File: src/rtl/dcbbd_pkg.sv
// Shared types, memory sizes, address map constants and region decoder.
`default_nettype none
package dcbbd_pkg;

    // Memory sizes
    localparam int PALETTE_WORDS    = 4096;
    localparam int LOCAL_RAM_BYTES  = 16384;
    localparam int SHARED_RAM_BYTES = 16384;
    localparam int TILE_RAM_BYTES   = 65536;
    localparam int ROAD_RAM_BYTES   = 8192;
    localparam int SPRITE_RAM_BYTES = 1792;
    localparam int TILE_CTRL_BYTES  = 16;

    localparam int LOCAL_AW  = $clog2(LOCAL_RAM_BYTES);
    localparam int SHARED_AW = $clog2(SHARED_RAM_BYTES);
    localparam int TILE_AW   = $clog2(TILE_RAM_BYTES);
    localparam int ROAD_AW   = $clog2(ROAD_RAM_BYTES);
    localparam int SPRITE_AW = $clog2(SPRITE_RAM_BYTES);
    localparam int TCTL_AW   = $clog2(TILE_CTRL_BYTES);
    localparam int PAL_AW    = $clog2(PALETTE_WORDS);

    // Address map
    localparam logic [23:0] ROM_END        = 24'h040000;
    localparam logic [23:0] MAIN_PRIV_BASE = 24'h080000;
    localparam logic [23:0] SHARED_BASE    = 24'h084000;
    localparam logic [23:0] BANK_ADDR      = 24'h090001;
    localparam logic [23:0] PAL_PORT_BASE  = 24'h100000;
    localparam logic [23:0] PORT_DATA_ADDR = 24'h100001;
    localparam logic [23:0] PORT_SEL_ADDR  = 24'h100003;
    localparam logic [23:0] TILE_BASE      = 24'h200000;
    localparam logic [23:0] SUB_ZERO_ADDR  = 24'h200003;
    localparam logic [23:0] TCTL_BASE      = 24'h220000;
    localparam logic [23:0] TCTL_LAST      = 24'h220010 - 24'd1;
    localparam logic [23:0] ROAD_BASE      = 24'h300000;
    localparam logic [23:0] SPRITE_BASE    = 24'h400000;
    localparam logic [23:0] SPRITE_END     = 24'h400700;
    localparam logic [23:0] ROAD_END       = 24'h302000;

    localparam logic [7:0] BANK_MASK    = 8'hc0;
    localparam logic [7:0] UNMAPPED_VAL = 8'hff;

    // Palette port word select
    localparam logic [1:0] PAL_WORD_ADDR = 2'd0;
    localparam logic [1:0] PAL_WORD_DATA = 2'd1;

    // Configuration register indexes
    localparam int CFG_IW = 3;
    localparam int CFG_DW = 16;
    localparam logic [CFG_IW-1:0] CFG_DIP_A    = 3'd0;
    localparam logic [CFG_IW-1:0] CFG_DIP_B    = 3'd1;
    localparam logic [CFG_IW-1:0] CFG_INPUT_0  = 3'd2;
    localparam logic [CFG_IW-1:0] CFG_INPUT_1  = 3'd3;
    localparam logic [CFG_IW-1:0] CFG_INPUT_2  = 3'd4;
    localparam logic [CFG_IW-1:0] CFG_STEERING = 3'd5;

    localparam logic [7:0] DIP_A_RESET   = 8'hff;
    localparam logic [7:0] DIP_B_RESET   = 8'hcf;
    localparam logic [7:0] INPUT_0_RESET = 8'h13;
    localparam logic [7:0] INPUT_1_RESET = 8'h1f;
    localparam logic [7:0] INPUT_2_RESET = 8'hff;

    // Input port select values
    localparam logic [7:0] PSEL_DIP_A   = 8'd0;
    localparam logic [7:0] PSEL_DIP_B   = 8'd1;
    localparam logic [7:0] PSEL_INPUT_0 = 8'd2;
    localparam logic [7:0] PSEL_INPUT_1 = 8'd3;
    localparam logic [7:0] PSEL_LATCHED = 8'd4;
    localparam logic [7:0] PSEL_INPUT_2 = 8'd7;
    localparam logic [7:0] PSEL_STEER_L = 8'd8;
    localparam logic [7:0] PSEL_STEER_H = 8'd9;
    localparam logic [2:0] LATCHED_PORT = 3'd4;

    // Decoded regions
    typedef logic [3:0] region_t;
    localparam region_t RG_UNMAPPED  = 4'd0;
    localparam region_t RG_ROM       = 4'd1;
    localparam region_t RG_PRIV      = 4'd2;
    localparam region_t RG_SHARED    = 4'd3;
    localparam region_t RG_TILE      = 4'd4;
    localparam region_t RG_TCTL      = 4'd5;
    localparam region_t RG_ROAD      = 4'd6;
    localparam region_t RG_SPRITE    = 4'd7;
    localparam region_t RG_PAL_DATA  = 4'd8;
    localparam region_t RG_PAL_ADDR  = 4'd9;
    localparam region_t RG_PAL_IDLE  = 4'd10;
    localparam region_t RG_BANK      = 4'd11;
    localparam region_t RG_PORT_DATA = 4'd12;
    localparam region_t RG_PORT_SEL  = 4'd13;
    localparam region_t RG_SUB_ZERO  = 4'd14;

    // Register-side request of one accepted transfer
    typedef struct packed {
        logic       fire;
        logic       wr;
        region_t    region;
        logic       addr0;
        logic [7:0] wdata;
    } io_req_t;

    function automatic region_t decode_region(input logic is_sub, input logic [23:0] a);
        region_t r;
        r = RG_UNMAPPED;
        if (a < ROM_END) begin
            r = RG_ROM;
        end else if (a >= MAIN_PRIV_BASE && a < SHARED_BASE) begin
            r = RG_PRIV;
        end else if (a >= SHARED_BASE && a < SHARED_BASE + 24'(SHARED_RAM_BYTES)) begin
            r = RG_SHARED;
        end else if (is_sub) begin
            if (a == PORT_DATA_ADDR)
                r = RG_PORT_DATA;
            else if (a == PORT_SEL_ADDR)
                r = RG_PORT_SEL;
            else if (a == SUB_ZERO_ADDR)
                r = RG_SUB_ZERO;
        end else begin
            if (a == BANK_ADDR) begin
                r = RG_BANK;
            end else if (a[23:3] == PAL_PORT_BASE[23:3]) begin
                if (a[2:1] == PAL_WORD_ADDR)
                    r = RG_PAL_ADDR;
                else if (a[2:1] == PAL_WORD_DATA)
                    r = RG_PAL_DATA;
                else
                    r = RG_PAL_IDLE;
            end else if (a >= TILE_BASE && a < TILE_BASE + 24'(TILE_RAM_BYTES)) begin
                r = RG_TILE;
            end else if (a >= TCTL_BASE && a <= TCTL_LAST) begin
                r = RG_TCTL;
            end else if (a >= ROAD_BASE && a < ROAD_END) begin
                r = RG_ROAD;
            end else if (a >= SPRITE_BASE && a < SPRITE_END) begin
                r = RG_SPRITE;
            end
        end
        return r;
    endfunction

endpackage
`default_nettype wire

File: src/rtl/dcbbd_io.sv
// Configuration registers, input chip, palette address latch and road bank latch.
`default_nettype none
module dcbbd_io (
    input  wire logic                            aclk,
    input  wire logic                            aresetn,
    input  wire logic                            cfg_fire,
    input  wire logic [dcbbd_pkg::CFG_IW-1:0]    cfg_index,
    input  wire logic [dcbbd_pkg::CFG_DW-1:0]    cfg_data,
    input  wire dcbbd_pkg::io_req_t              req,
    output logic      [7:0]                      port_byte,
    output logic      [dcbbd_pkg::PAL_AW-1:0]    pal_index,
    output logic      [1:0]                      bank
);
    import dcbbd_pkg::*;

    logic [7:0]  dip_a_reg, dip_a_next;
    logic [7:0]  dip_b_reg, dip_b_next;
    logic [7:0]  input0_reg, input0_next;
    logic [7:0]  input1_reg, input1_next;
    logic [7:0]  input2_reg, input2_next;
    logic [15:0] steer_reg, steer_next;
    logic [15:0] pal_latch_reg, pal_latch_next;
    logic [1:0]  bank_reg, bank_next;
    logic [7:0]  psel_reg, psel_next;
    logic [7:0]  port_regs_reg [8];
    logic [7:0]  port_regs_next [8];
    logic        wr_fire;

    assign wr_fire = req.fire && req.wr;

    always_comb begin
        dip_a_next  = dip_a_reg;
        dip_b_next  = dip_b_reg;
        input0_next = input0_reg;
        input1_next = input1_reg;
        input2_next = input2_reg;
        steer_next  = steer_reg;
        if (cfg_fire) begin
            case (cfg_index)
                CFG_DIP_A:    dip_a_next  = cfg_data[7:0];
                CFG_DIP_B:    dip_b_next  = cfg_data[7:0];
                CFG_INPUT_0:  input0_next = cfg_data[7:0];
                CFG_INPUT_1:  input1_next = cfg_data[7:0];
                CFG_INPUT_2:  input2_next = cfg_data[7:0];
                CFG_STEERING: steer_next  = cfg_data;
                default: ;
            endcase
        end
    end

    always_comb begin
        pal_latch_next = pal_latch_reg;
        bank_next      = bank_reg;
        psel_next      = psel_reg;
        port_regs_next = port_regs_reg;
        if (wr_fire) begin
            case (req.region)
                RG_PAL_ADDR: begin
                    if (req.addr0)
                        pal_latch_next[7:0] = req.wdata;
                    else
                        pal_latch_next[15:8] = req.wdata;
                end
                RG_BANK:      bank_next = 2'((req.wdata & BANK_MASK) >> 6);
                RG_PORT_SEL:  psel_next = req.wdata;
                RG_PORT_DATA: port_regs_next[psel_reg[2:0]] = req.wdata;
                default: ;
            endcase
        end
    end

    always_ff @(posedge aclk) begin
        if (!aresetn) begin
            dip_a_reg     <= DIP_A_RESET;
            dip_b_reg     <= DIP_B_RESET;
            input0_reg    <= INPUT_0_RESET;
            input1_reg    <= INPUT_1_RESET;
            input2_reg    <= INPUT_2_RESET;
            steer_reg     <= '0;
            pal_latch_reg <= '0;
            bank_reg      <= '0;
            psel_reg      <= '0;
            for (int i = 0; i < 8; i++)
                port_regs_reg[i] <= '0;
        end else begin
            dip_a_reg     <= dip_a_next;
            dip_b_reg     <= dip_b_next;
            input0_reg    <= input0_next;
            input1_reg    <= input1_next;
            input2_reg    <= input2_next;
            steer_reg     <= steer_next;
            pal_latch_reg <= pal_latch_next;
            bank_reg      <= bank_next;
            psel_reg      <= psel_next;
            port_regs_reg <= port_regs_next;
        end
    end

    always_comb begin
        case (psel_reg)
            PSEL_DIP_A:   port_byte = dip_a_reg;
            PSEL_DIP_B:   port_byte = dip_b_reg;
            PSEL_INPUT_0: port_byte = input0_reg;
            PSEL_INPUT_1: port_byte = input1_reg;
            PSEL_LATCHED: port_byte = port_regs_reg[LATCHED_PORT];
            PSEL_INPUT_2: port_byte = input2_reg;
            PSEL_STEER_L: port_byte = steer_reg[7:0];
            PSEL_STEER_H: port_byte = steer_reg[15:8];
            default:      port_byte = UNMAPPED_VAL;
        endcase
    end

    assign pal_index = pal_latch_reg[PAL_AW-1:0];
    assign bank      = bank_reg;

endmodule
`default_nettype wire

File: config.mk
export PLATFORM = sky130hd
export DESIGN_NAME = dcbbd_io
export DESIGN_NICKNAME = d
export VERILOG_FILES = /design/src/rtl/dcbbd_pkg.sv /design/src/rtl/dcbbd_io.sv
export SDC_FILE = /design/constraint.sdc
export NUM_CORES = 1
export LEC_CHECK = 0
export ABC_CLOCK_PERIOD_IN_PS = 1500
export BUFFER_PORTS_ARGS = -buffer_cell sky130_fd_sc_hd__buf_2
export CAP_MARGIN = 10
export CORE_UTILIZATION = 50
export CTS_CLUSTER_DIAMETER = 200
export DETAILED_ROUTE_END_ITERATION = 8
export GPL_ROUTABILITY_DRIVEN = 0
export PLACE_DENSITY = 0.77
export SLEW_MARGIN = 20
export SYNTH_ARGS = -nofsm -noshare
export SYNTH_HDL_FRONTEND = slang
export SYNTH_SLANG_ARGS = --single-unit
File: constraint.sdc
create_clock -name aclk -period 1.5 [get_ports aclk]
set_clock_uncertainty 0.2 [all_clocks]
set_input_delay 0.075 -clock aclk [delete_from_list [all_inputs] [get_ports aclk]]
set_output_delay 0.075 -clock aclk [all_outputs]
set_load 0.05 [all_outputs]
==> run metrics <==
Syn-to-layout area delta=35.4%; vias=3641; clock power share=approximately 37%; dominant cell type by area after synthesis=dfxtp_1; clk root buf=clkbuf_8; asr flop ratio synth=0%; Final period util=141%; cell breakdown of the critical path=buf_4 > buf_4 > nor3_1 > nor2_1 > o22ai_1 > o2111ai_2 > buf_6; CTS max path bufs=2; Sw Share=25.1%; H-tree depth=3; pwr/cell area=between 800 and 900 nW/µm²; Row Count=31; crit-path leading delay family=buffers and inverters; initial core utilization=52.7%; CP bufs+invs=3; Hold Path Depth=4; Chip Width=90.2 µm; failing checks=hold timing, setup timing; share of layout cells above drive strength 1=28.4%; DRT Pass-1 Iters=5; R2R Setup Slk=-0.14 ns; # diodes=0; Area contributors post-synth=dfxtp_1 (44%), nand2_1 (14%), mux2i_1 (11%); Largest stage delay, worst path=0.36 ns; Pint=3420 µW; vias per inst=between 5 and 6; vias in the first global route=3604; Critical Path End Type=output pin; final instance area=5260 µm²; Worst Path Arrival=1.84 ns; Main synth FF type=dfxtp_1; HPWL after DPL=7.07 mm; Max stage delay cell, worst path=dfxtp_4; WHS=-0.000246 ns; post-route minimum period=2.12 ns; Largest register FFs=16; setup violation total in the final timing report=16; Reg2Reg Depth=6; Core Footprint=7370 µm²; Reg2Reg Launch Point=psel_reg[0]; IO Pins=slightly below 60; # nets final=595; Max-Cap Viols=0; DP Area=around 4500 µm²; Mapped Nets=487; CP max FO=4; fin util=71.4%; Mapped Area=3890 µm²; post-synth cell types=38; total gr overflow=0; FF-to-FF End=port_regs_reg[30]; WL per Instance=~16 µm; post-place setup slack=-0.315 ns; Gate power share=11.8%; worst skew pair latency=0.35 ns; Max IR drop VDD=0.000450 V; Worst Setup Path Type=flop to output pin; Detailed Route Iter0 Violations=250; Die ar.=8130 µm²; first-pass GRT wire length=~18 mm; HP Class=primary input to flop; TritonCTS clock tree=done; max-slew violation count=0; Least-Margin Pin Slew=0.483 ns; most frequent cell after synthesis=nand2_1; clock slew at reported path FFs=0.08 ns; setup TNS=-5.22 ns; #FFs+latches synth=86; Net Sw Power=1150 µW; Highest Clock Rate=472 MHz; gr usage total=roughly 27%; YS warnings=0; pin count of the biggest net entering global routing=46; Post-synth EDFFs=0; worst path required time=about 1.2 ns; sequential area share after synthesis=approximately 44%; final worst-path setup slack=-0.617 ns; synthesized area per cell=8.64 µm²; initial antenna violation count=0; Hold Vio Cnt, Final=1; list of most frequent post-synthesis cells=nand2_1 (150), dfxtp_1 (86), mux2i_1 (42); PortBufs=58; hold endpoint=pal_latch_reg[8]; final WL=roughly 11 mm; LEAKAGE=0.00227 µW; TritonCTS Buffers=9; CTS sink cnt=86; startpoint types=flop; RSZ-0062 raised after global routing=true; area share of the largest cell type after synthesis=44.3%; status=complete, but fails checks; worst hold start=aresetn; Mapped Cells=450; Slew Limit Headroom=67.7%; most used cell, CP=buf_4; DRT antenna net count=0; Vert. Die Dim=90.2 µm; sequential power share=51.5%; DRC violations left=0
==> per-layer routing <==
metal	up-vias	share of wire (%)	global-route usage [%]
li1	1755	-	-
met1	1735	44	34.6
met2	130	48	44.5
met3	21	6.6	5.75
met4	0	2.3	10.9
met5	-	0	0
==> worst min-delay path, stage by stage <==
cell,delay [ns]
buf_2,0.15
buf_4,0.16
nand2_1,0.06
o21ai_0,0.07
==> worst max-delay path by stage <==
stage	start	endpoint	slack (ns)	depth (start not counted)
after global routing	psel_reg[0]	port_byte[3]	-0.66	7
after global placement	psel_reg[0]	port_byte[3]	-0.26	5
after floorplan	psel_reg[3]	port_byte[1]	-0.35	4
final	psel_reg[0]	port_byte[3]	-0.62	7
after detailed placement	psel_reg[0]	port_byte[3]	-0.31	5
after CTS	psel_reg[0]	port_byte[6]	-0.55	5
==> kinds of logic after synthesis <==
kind of cell	after synthesis	share of synthesized area, %
and+or+nand+nor	222	25.5
AOI/OAI and AO/OA	56	10.4
muxes	50	15.2
DFF	86	44.3
buffers and inverters	36	4.67
==> placed cells by master (no fill, tap or decap), types with 3 or more instances in the layout <==
| cell | netlist | routed |
|---|---|---|
| o22ai_1 | 7 | 3 |
| dfxtp_1 | 86 | 81 |
| buf_2 | 10 | 49 |
| nand2_2 | 0 | 7 |
| buf_4 | 3 | 32 |
| nand3_1 | 29 | 28 |
| clkbuf_8 | 0 | 11 |
| inv_1 | 4 | 4 |
| buf_12 | 0 | 3 |
| dfxtp_2 | 0 | 3 |
| a21boi_0 | 14 | 14 |
| o21ai_0 | 6 | 5 |
| a21boi_1 | 10 | 10 |
| o2111ai_2 | 0 | 4 |
| mux2i_1 | 42 | 42 |
| nor3_1 | 11 | 5 |
| o22ai_2 | 0 | 4 |
| nor3_2 | 0 | 5 |
| mux4_2 | 7 | 7 |
| nor2_1 | 13 | 10 |
| clkinv_2 | 0 | 3 |
| o2111ai_4 | 0 | 3 |
| buf_6 | 3 | 10 |
| nand2_1 | 150 | 143 |
| dlygate4sd3_1 | 0 | 34 |
| o21a_1 | 7 | 7 |
| nor2b_1 | 4 | 4 |
==> final cells by class <==
type | instances | area, µm²
well taps | 99 | 124
clock buffers | 12 | 155
clock inverters | 4 | 45.0
multi-input cells | 328 | 2190
fillers | 553 | 2110
inverters | 5 | 18.8
repair buffers | 128 | 998
flip-flops and latches | 86 | 1730
==> power by group through the flow <==
stage | sequential [µW] | clock, µW | combinational, µW
6_report | 2350 | 1670 | 540
5_1_grt | 2360 | 1780 | 581
4_1_cts | 2350 | 1670 | 523
3_5_place_dp | 2410 | 0 | 434
3_3_place_gp | 2410 | 0 | 424
2_1_floorplan | 2400 | 0 | 274
==> through the flow <==
step,total power [µW],instances
final,4560,662
after global routing,4720,662
after CTS,4550,665
after detailed placement,2840,613
after global placement,2830,613
after floorplan,2670,450
==> repair_timing <==
action / in CTS / in global routing
endpoints found under the setup margin: 16 / 21
buffers inserted: 1 / 0
pin swaps: 15 / 7
resized for setup: 35 / 18
hold buffers: 35 / 0
hold endpoints to repair: 86 / 0
(Power assumes the default switching activity.)
