**src/rtl/dcbbd_ram.sv**
```systemverilog
// Generic single-port synchronous RAM with registered read.
`default_nettype none
module dcbbd_ram #(
    parameter int WIDTH = 8,
    parameter int DEPTH = 16
) (
    input  wire logic                           aclk,
    input  wire logic                           en,
    input  wire logic                           we,
    input  wire logic [$clog2(DEPTH)-1:0]       addr,
    input  wire logic [WIDTH-1:0]               wdata,
    output logic      [WIDTH-1:0]               rdata
);

    logic [WIDTH-1:0] mem [DEPTH];

    always_ff @(posedge aclk) begin
        if (en) begin
            if (we)
                mem[addr] <= wdata;
            else
                rdata <= mem[addr];
        end
    end

endmodule
`default_nettype wire

```
**config.mk**
```make
export PLATFORM = sky130hd
export DESIGN_NAME = dcbbd_ram
export DESIGN_NICKNAME = d
export VERILOG_FILES = /design/src/rtl/dcbbd_ram.sv
export SDC_FILE = /design/constraint.sdc
export NUM_CORES = 1
export LEC_CHECK = 0
export BUFFER_PORTS_ARGS = -buffer_cell sky130_fd_sc_hd__buf_2
export CORE_ASPECT_RATIO = 0.5
export CORE_MARGIN = 4
export CORE_UTILIZATION = 35
export DETAILED_ROUTE_END_ITERATION = 6
export PLACE_DENSITY = 0.51
export SLEW_MARGIN = 15
export SYNTH_ARGS = -nofsm -noshare
export SYNTH_HDL_FRONTEND = slang
export SYNTH_SLANG_ARGS = --single-unit
```
**constraint.sdc**
```tcl
create_clock -name aclk -period 2.66 [get_ports aclk]
set_input_delay 0.266 -clock aclk [delete_from_list [all_inputs] [get_ports aclk]]
set_output_delay 0.266 -clock aclk [all_outputs]
set_load 0.01 [all_outputs]
```
==> results of run 1 <==
## flip-flops by register name (all words and copies together) (netlist names)
name	cells
mem	128
rdata	8
## cell type report
class | count | area (um2)
clock buffer | 17 | 425.4
clock inverter | 14 | 181.4
fill | 1250 | 8272
multi-input combinational | 85 | 1075
sequential | 136 | 4084
tap | 198 | 247.7
timing repair buffer | 42 | 260.3
## power breakdown
| part | total (W) | switching, W | internal (W) |
|---|---|---|---|
| sequential | 0.00240 | 0.00000624 | 0.00239 |
| clock | 0.00238 | 0.000829 | 0.00155 |
| combinational | 0.000197 | 0.000119 | 0.0000776 |
## per-layer routing
layer  wire (um)  share of wire [%]
met1        4758                 45
met2        4898                 47
met3         747                7.1
met4          93               0.89
met5           0                  0
## logic make-up (layout without fill, tap and decap cells)
kind of cell / after synthesis / count (layout) / synth area share [%]
flops: 136 / 136 / 77.97
simple gates: 37 / 37 / 3.321
mux: 32 / 32 / 14.91
compound gates: 16 / 16 / 2.293
buf+inv: 13 / 73 / 1.505
## critical path, delay by kind of cell
family / cells / cell delay, ns
buf+inv: 2 / 0.94
simple gates: 1 / 0.07
compound gates: 1 / 0.20
mux: 1 / 0.58
## placed cells by master, fill, tap and decap left out, drive strengths merged
master / instances
buf: 42
nand4b: 2
clkinvlp: 2
bufinv: 4
or3: 1
and2: 1
clkinv: 7
nor2: 13
nand2b: 2
a22oi: 16
inv: 1
nand4: 1
nor2b: 3
mux4: 32
clkbuf: 17
edfxtp: 136
nand2: 10
nor3: 4
## through the flow
stage          hold WS (ns)  setup slack [ns]  area [um2]  util (%)
3_5_place_dp         0.6714            0.2514        5667     38.96
3_3_place_gp         0.6602            0.3038        5667     38.96
4_1_cts              0.2349            0.6892        6274     43.13
2_1_floorplan        0.3649            0.6719        5238         -
5_1_grt              0.2463            0.5733        6274     43.13
6_report             0.2516            0.7255        6274     43.13
## final timing paths
path                                 start   endpoint  slack, ns  depth (start not counted)
worst max-delay path               addr[0]   rdata[3]       0.73                          5
worst min register to register  mem[14][1]   rdata[1]       0.75                          3
worst min-delay path              wdata[7]  mem[7][7]       0.25                          1
worst max register to register   mem[1][7]   rdata[7]       1.04                          3
==> out/summary.txt, run 1 <==
Status = finished clean
Maxcap violations = 0
H-tree Lvls = 4
CTS Buffer Depth = 2
Die ar. = 17,100 um2
Synthesis-stage register bit count = 136
Leak = 2.091 nW
Setup TNS Final = 0 ns
Startpoint types = input pin
CP peak stage delay = 0.58 ns
DP Cell Count = 461
TritonCTS buffer count = 17
Initial Util = 36.01%
Port Buf Inserts = 22
Clock Root Buffer = clkbuf_16
Top-level I/O count = 23
DR WL/cell = 21.34 um
CP required = 2.81 ns
Clock skew = 0.005841 ns
Antenna-violating nets left = 0
Worst EP arrival = 2.08 ns
Post-layout net count = 297
Yosys top cell by area = edfxtp_1
Area delta synth->final = 19.78%
CP max FO = 25
Most frequent cells after synthesis = 136 x edfxtp_1, 16 x a22oi_1, 16 x mux4_1, 16 x mux4_2, 13 x nor2_1
RSZ-0062 raised after global routing = no
# setup viols final = 0
Dominant cells by area after synthesis = edfxtp_1 78%, mux4_1 8.0%, mux4_2 6.9%, a22oi_1 2.3%, nor2_1 0.93%
Vias after detailed routing = 2,458
Post-Syn Nets = 249
Fin. Hold Viols = 0
Met2 GRT Util = 19.37%
Total track usage = 13.11%
Post-cts resize count = 0
Initial DRC count = 264
Hold crit path type = in -> reg
Clock latency on the worst-skew pair = 0.40 ns
Peak Freq = 516.9 MHz
Chip height = 94.50 um
Post-DP HPWL = 6549 um
Core Footprint = 14,550 um2
Reg clk slew, reported paths = 0.05 ns
Fin crit share = 72.73%
Share of cells above drive strength 1 = 28.91%
Post-synthesis average cell area = 22.38 um2
Synth top area share = 77.97%
Critical Path Sink Type = flip-flop
1st-pass router iterations = 4
Post-synth EDFFs = 136
Rel. slew slack = 48.66%
Worst-Margin Slew = 0.7702 ns
Global routing's busiest layer = met2
Gr ovfl total = 0
Final std cells w/o fill = 492
GPL Wtd Cong = 0.7426
Met3 Use GR = 3.347%
Worst vdd ir = 0.5812 mV
CTS tree = done
Critical-path top delay cell = buf_2
Main flop type after synthesis = edfxtp_1
Initial antenna violation count = 0
Total power = 0.004976 W
Largest net degree at the start of global routing = 29
CTS Sinks = 136
Slew Limit Fails = 0
Vias in the first global route = 2,528
Post-synthesis cell type count = 18
Final wirelength = 10,500 um
Ys async rst share = 0%
First-pass GRT wire length = 15,940 um
Die W = 181 um
Postcts setup bufs = 0
Top-count cell post-synth = edfxtp_1
Ys Warns = 0
Rows = 31
Register area share after synthesis = 77.97%
Cell Area, Synth = 5238 um2
M1 GR Usage = 18.60%
Minimum clock period = 1.935 ns
Via density = 4.996
Worst Setup Path Type = in -> reg
Hold_buf cts = 0
Cells along the critical path = buf_2 > buf_4 > mux4_1 > a22oi_1 > nand2_1
# diodes = 0
Post-Syn Instances = 234
PD cells = 793.1 nW/um2
Drt drc = 0
Note: power is estimated with default switching activity, not from simulation.
==> run 2, diff against run 1 <==
--- a/config.mk
+++ b/config.mk
@@ -5,12 +5,13 @@
 export SDC_FILE = /design/constraint.sdc
 export NUM_CORES = 1
 export LEC_CHECK = 0
+export ABC_AREA = 1
 export BUFFER_PORTS_ARGS = -buffer_cell sky130_fd_sc_hd__buf_2
 export CORE_ASPECT_RATIO = 0.5
 export CORE_MARGIN = 4
 export CORE_UTILIZATION = 35
 export DETAILED_ROUTE_END_ITERATION = 6
-export PLACE_DENSITY = 0.51
+export PLACE_DENSITY = 0.53
 export SLEW_MARGIN = 15
 export SYNTH_ARGS = -nofsm -noshare
 export SYNTH_HDL_FRONTEND = slang
==> constraint.sdc (replaced) <==
create_clock -name aclk -period 1.59 [get_ports aclk]
set_input_delay 0.159 -clock aclk [delete_from_list [all_inputs] [get_ports aclk]]
set_output_delay 0.159 -clock aclk [all_outputs]
set_load 0.01 [all_outputs]
==> out/summary.txt, run 2 <==
Via density = 4.418
CTS Sinks = 136
Hold crit path type = in -> reg
DR WL/cell = 15.64 um
Top-count cell post-synth = nand2_1
Flip-flop and latch area = 4084 um2
Final worst setup slack = 0.4393 ns
Post-synthesis average cell area = 10.31 um2
GPL Wtd Cong = 0.7826
Largest net degree at the start of global routing = 35
Port Buf Inserts = 22
Antenna-violating nets left = 0
Clock latency on the worst-skew pair = 0.42 ns
Post-Syn Instances = 552
Maxcap violations = 0
Share of cells above drive strength 1 = 13.56%
Yosys top cell by area = edfxtp_1
Ys Warns = 0
Initial antenna violation count = 0
# setup viols final = 0
Synthesis-stage register bit count = 136
Dominant cells by area after synthesis = edfxtp_1 72%, nand2_1 23%, inv_1 1.4%, nor2_1 1.3%, buf_2 1.1%
Worst-Margin Slew = 0.4391 ns
TritonCTS buffer count = 17
Minimum clock period = 1.151 ns
Pre-CTS WS = 0.1458 ns
Fillers = 1,499
H-tree Lvls = 4
Startpoint types = flip-flop
# diodes = 0
Total track usage = 14.72%
Top flop regs = mem: 128 flops, rdata: 8 flops
Final wirelength = 13,030 um
Final std cells w/o fill = 833
1st-pass router iterations = 4
Area delta synth->final = 18.66%
Leak = 2.870 nW
Reg clk slew, reported paths = 0.06 ns
Cells on worst reg2reg path = 8
Vias in the first global route = 3,590
Commonest non-fill, non-tap cells in the layout = 347 x nand2_1, 136 x edfxtp_1, 24 x buf_4
Chip height = 98.17 um
PD cells = 1209 nW/um2
Vias after detailed routing = 3,680
Top-level I/O count = 23
Largest Register = mem
CP max FO = 1
Post-cts resize count = 0
Rel. slew slack = 70.73%
Ys async rst share = 0%
Area taken by multi-input logic gates = 1394 um2
RSZ-0062 raised after global routing = no
Cell Area, Synth = 5692 um2
Register area share after synthesis = 71.75%
Setup TNS Final = 0 ns
CP required = 1.76 ns
Worst Setup Path Type = reg -> reg
CTS Buffer Depth = 2
CTS tree = done
Status = finished clean
Gr ovfl total = 0
Max reg flops = 128
Worst vdd ir = 0.5904 mV
Hold_buf cts = 0
Min-Delay Path Depth = 1
Initial Util = 36.36%
Synth top area share = 71.75%
Post-Syn Nets = 567
Die W = 188.3 um
Worst EP arrival = 1.32 ns
Clock skew = 0.007964 ns
DP Cell Count = 801
Postcts setup bufs = 0
Fin crit share = 72.37%
Peak Freq = 869.0 MHz
Slew Limit Fails = 0
Most frequent cells after synthesis = 347 x nand2_1, 136 x edfxtp_1, 21 x inv_1
Drt drc = 0
Fin. Hold Viols = 0
Post-synthesis cell type count = 9
First-pass GRT wire length = 20,480 um
Post-DP HPWL = 8246 um
Post-layout net count = 614
Main flop type after synthesis = edfxtp_1
Post-synth EDFFs = 136
Clock Root Buffer = clkbuf_16
Rows = 32
Core Footprint = 15,660 um2
Die ar. = 18,490 um2
Initial DRC count = 281
Most common cell after layout, fill and taps aside = nand2_1
Critical Path Sink Type = flip-flop
## run 2: cell count changes after synthesis, moves of 4 or more
cell,delta
nor3_1,-4
mux4_2,-16
mux4_1,-16
buf_2,+9
inv_2,+4
buf_4,+7
nand2_1,+337
nand3_1,+4
inv_1,+21
nor2_1,+6
a22oi_1,-16
## run 2: per-stage QoR
| stage | total power (W) | hold WS [ns] | util [%] | instance area [um2] |
|---|---|---|---|---|
| 2_1_floorplan | 0.004356 | 0.2579 | - | 5692 |
| 3_3_place_gp | 0.004567 | 0.5734 | 39.59 | 6198 |
| 3_5_place_dp | 0.004565 | 0.5707 | 39.59 | 6198 |
| 4_1_cts | 0.008231 | 0.1907 | 43.14 | 6754 |
| 5_1_grt | 0.008463 | 0.1995 | 43.14 | 6754 |
| 6_report | 0.008166 | 0.1849 | 43.14 | 6754 |
## run 2: kinds of logic after synthesis
family / Yosys count / share of synthesized area, %
buffers and inverters: 46 / 3.759
AND/OR/NAND/NOR: 370 / 24.49
flip-flops: 136 / 71.75
## run 2: path summary, 6_finish.rpt
check	start	endpoint	slack (ns)
worst max-delay path	mem[1][0]	rdata[0]	0.44
worst min-delay path	wdata[5]	mem[11][5]	0.18
worst max register to register	mem[1][0]	rdata[0]	0.44
worst min register to register	mem[2][4]	rdata[4]	0.78
## run 2: power breakdown
| part | total, W | switching, W | leakage (nW) | internal, W |
|---|---|---|---|---|
| sequential | 0.00401 | 0.0000115 | 1.23 | 0.00400 |
| combinational | 0.000471 | 0.000337 | 1.38 | 0.000134 |
| clock | 0.00368 | 0.00153 | 0.261 | 0.00216 |
| total | 0.00817 | 0.00187 | 2.87 | 0.00629 |
## run 2: per-layer routing
metal	vias up	track usage (%)	share of wire [%]
met3	15	3.571	3.4
met4	0	4.309	1.5
met1	1732	21.48	51
met2	67	21.95	45
met5	-	0	0
li1	1866	-	-
## run 2: layout make-up
| cell class | instances | share of cell area (%) |
|---|---|---|
| Multi-Input combinational cell | 370 | 20.64 |
| Inverter | 25 | 1.389 |
| Timing Repair Buffer | 49 | 5.187 |
| Tap cell | 221 | 4.094 |
| Clock inverter | 14 | 1.871 |
| Clock buffer | 18 | 6.354 |
| Sequential cell | 136 | 60.47 |
## run 2: worst max-delay path: stages (launching register included)
cell      delay (ns)
edfxtp_1        0.36
nand2_1         0.07
nand2_1         0.06
nand2_1         0.07
nand2_1         0.07
nand2_1         0.08
nand2_1         0.05
inv_1           0.09
nand2_1         0.06
==> run 3, diff against run 2 <==
--- a/config.mk
+++ b/config.mk
@@ -11,7 +11,7 @@
 export CORE_MARGIN = 4
 export CORE_UTILIZATION = 35
 export DETAILED_ROUTE_END_ITERATION = 6
-export PLACE_DENSITY = 0.53
+export PLACE_DENSITY = 0.51
 export SLEW_MARGIN = 15
 export SYNTH_ARGS = -nofsm -noshare
 export SYNTH_HDL_FRONTEND = slang
==> constraint.sdc (replaced) <==
create_clock -name aclk -period 1.2 [get_ports aclk]
set_input_delay 0.12 -clock aclk [delete_from_list [all_inputs] [get_ports aclk]]
set_output_delay 0.12 -clock aclk [all_outputs]
set_load 0.01 [all_outputs]
==> out/summary.txt, run 3 (same netlist as run 2, synthesis figures left out) <==
P_int = 0.009200 W
Pre-CTS WS = -0.1684 ns
Post-layout net count = 617
Drt drc = 0
Initial antenna violation count = 0
Share of cells above drive strength 1 = 19.06%
Core Footprint = 15,660 um2
Total track usage = 15.46%
Largest net degree at the start of global routing = 36
Antenna-violating nets left = 0
Area taken by multi-input logic gates = 1577 um2
Clock Root Buffer = clkbuf_16
CP most frequent cell = nand2_1
Status = finished clean
Die ar. = 18,490 um2
Net Switching = 0.002436 W
Reg clk slew, reported paths = 0.06 ns
CTS Sinks = 136
Gr ovfl total = 0
Fin crit share = 95.53%
H-tree Lvls = 4
Largest Register = mem
DR WL/cell = 16.19 um
Slew Limit Fails = 0
Reg-to-Reg Start = mem[11][1]
TritonCTS buffer count = 17
Critical hold path startpoint = wdata[7]
Port Buf Inserts = 22
R2r setup slk = 0.05 ns
CTS tree = done
Clock latency on the worst-skew pair = 0.41 ns
Fillers = 1,434
Clock skew = 0.01489 ns
Commonest non-fill, non-tap cells in the layout = 344 x nand2_1, 136 x edfxtp_1, 22 x buf_2
Worst vdd ir = 0.9205 mV
Post-cts resize count = 0
Switch share = 20.93%
Critical Path Sink Type = flip-flop
Seq pwr share = 45.7%
Cells on worst reg2reg path = 8
CP required = 1.37 ns
Top flop regs = mem: 128 flops, rdata: 8 flops
R2r endpoint = rdata[1]
CP max FO = 1
Fin. Hold Viols = 0
Peak Freq = 872.3 MHz
Vias after detailed routing = 3,699
Worst EP arrival = 1.32 ns
Initial Util = 36.36%
Clock network power share = 47.9%
Critical-path top delay cell = edfxtp_1
Leak = 2.970 nW
CTS Buffer Depth = 2
RSZ-0062 raised after global routing = yes
Die W = 188.3 um
Startpoint types = flip-flop
Most common cell after layout, fill and taps aside = nand2_1
Hold_buf cts = 0
First-pass GRT wire length = 21,440 um
Min-Delay Path Depth = 1
Setup TNS Final = 0 ns
Final worst setup slack = 0.05361 ns
Postcts setup bufs = 0
Worst Setup Path Type = reg -> reg
Hold Crit Endpoint = mem[0][7]
Rel. slew slack = 72.80%
CP peak stage delay = 0.36 ns
Via density = 4.430
Worst-Margin Slew = 0.4080 ns
Vias in the first global route = 3,721
Hold crit path type = in -> reg
Flip-flop and latch area = 4084 um2
Area delta synth->final = 26.25%
# setup viols final = 0
Top-level I/O count = 23
GPL Wtd Cong = 0.7657
Initial DRC count = 308
Cells along the critical path = nand2_1 > nand2_1 > nand2_1 > nand2_1 > nand2_1 > nand2_1 > inv_2 > nand2_2
Post-DP HPWL = 8673 um
Combinational Power Share = 6.4%
PD cells = 1619 nW/um2
# diodes = 0
Chip height = 98.17 um
Final wirelength = 13,520 um
Maxcap violations = 0
Max reg flops = 128
Crit path from = mem[11][1]
1st-pass router iterations = 5
Rows = 32
Minimum clock period = 1.146 ns
==> run 3: worst max path at each step <==
stage / cells after the start / endpoint
3_3_place_gp: 11 / rdata[1]
2_1_floorplan: 4 / mem[10][0]
6_report: 8 / rdata[1]
4_1_cts: 8 / rdata[1]
3_5_place_dp: 11 / rdata[4]
5_1_grt: 8 / rdata[1]
==> run 3: worst max-delay path, delay by kind of cell, from the launching register on <==
family	cells	cell delay, ns
buf+inv	1	0.09
flops	1	0.36
simple gates	7	0.46
==> run 3: final cells by class <==
| class | count | area share, % |
|---|---|---|
| clock buffer | 17 | 5.920 |
| clock inverter | 14 | 2.873 |
| tap | 221 | 3.848 |
| inverter | 25 | 1.306 |
| multi-input combinational | 370 | 21.94 |
| sequential | 136 | 56.83 |
| timing repair buffer | 52 | 7.278 |
==> run 3: through the flow <==
| step | total power, W | cells | hold WS, ns | util, % | cell area (um2) |
|---|---|---|---|---|---|
| final | 0.01164 | 835 | 0.1313 | 45.90 | 7186 |
| after global routing | 0.01206 | 835 | 0.1178 | 45.90 | 7186 |
| after CTS | 0.01175 | 835 | 0.1158 | 45.85 | 7178 |
| after detailed placement | 0.006164 | 804 | 0.5339 | 41.82 | 6546 |
| after global placement | 0.006163 | 804 | 0.5332 | 41.82 | 6546 |
| after floorplan | 0.005815 | 552 | 0.2189 | - | 5876 |
==> run 3: routing by layer <==
layer / vias to the layer above / wire, um / track usage [%]
met5: - / 0 / 0
met4: 0 / 49 / 4.533
met3: 2 / 516 / 3.643
met2: 52 / 6392 / 24.36
met1: 1768 / 6557 / 21.53
li1: 1877 / - / -
==> run 3: power groups by stage <==
stage	clock (W)	combinational [W]	sequential (W)
3_3_place_gp	0	0.000747	0.00542
5_1_grt	0.00591	0.000834	0.00532
3_5_place_dp	0	0.000748	0.00542
2_1_floorplan	0	0.000394	0.00542
6_report	0.00557	0.000746	0.00532
4_1_cts	0.00568	0.000753	0.00532
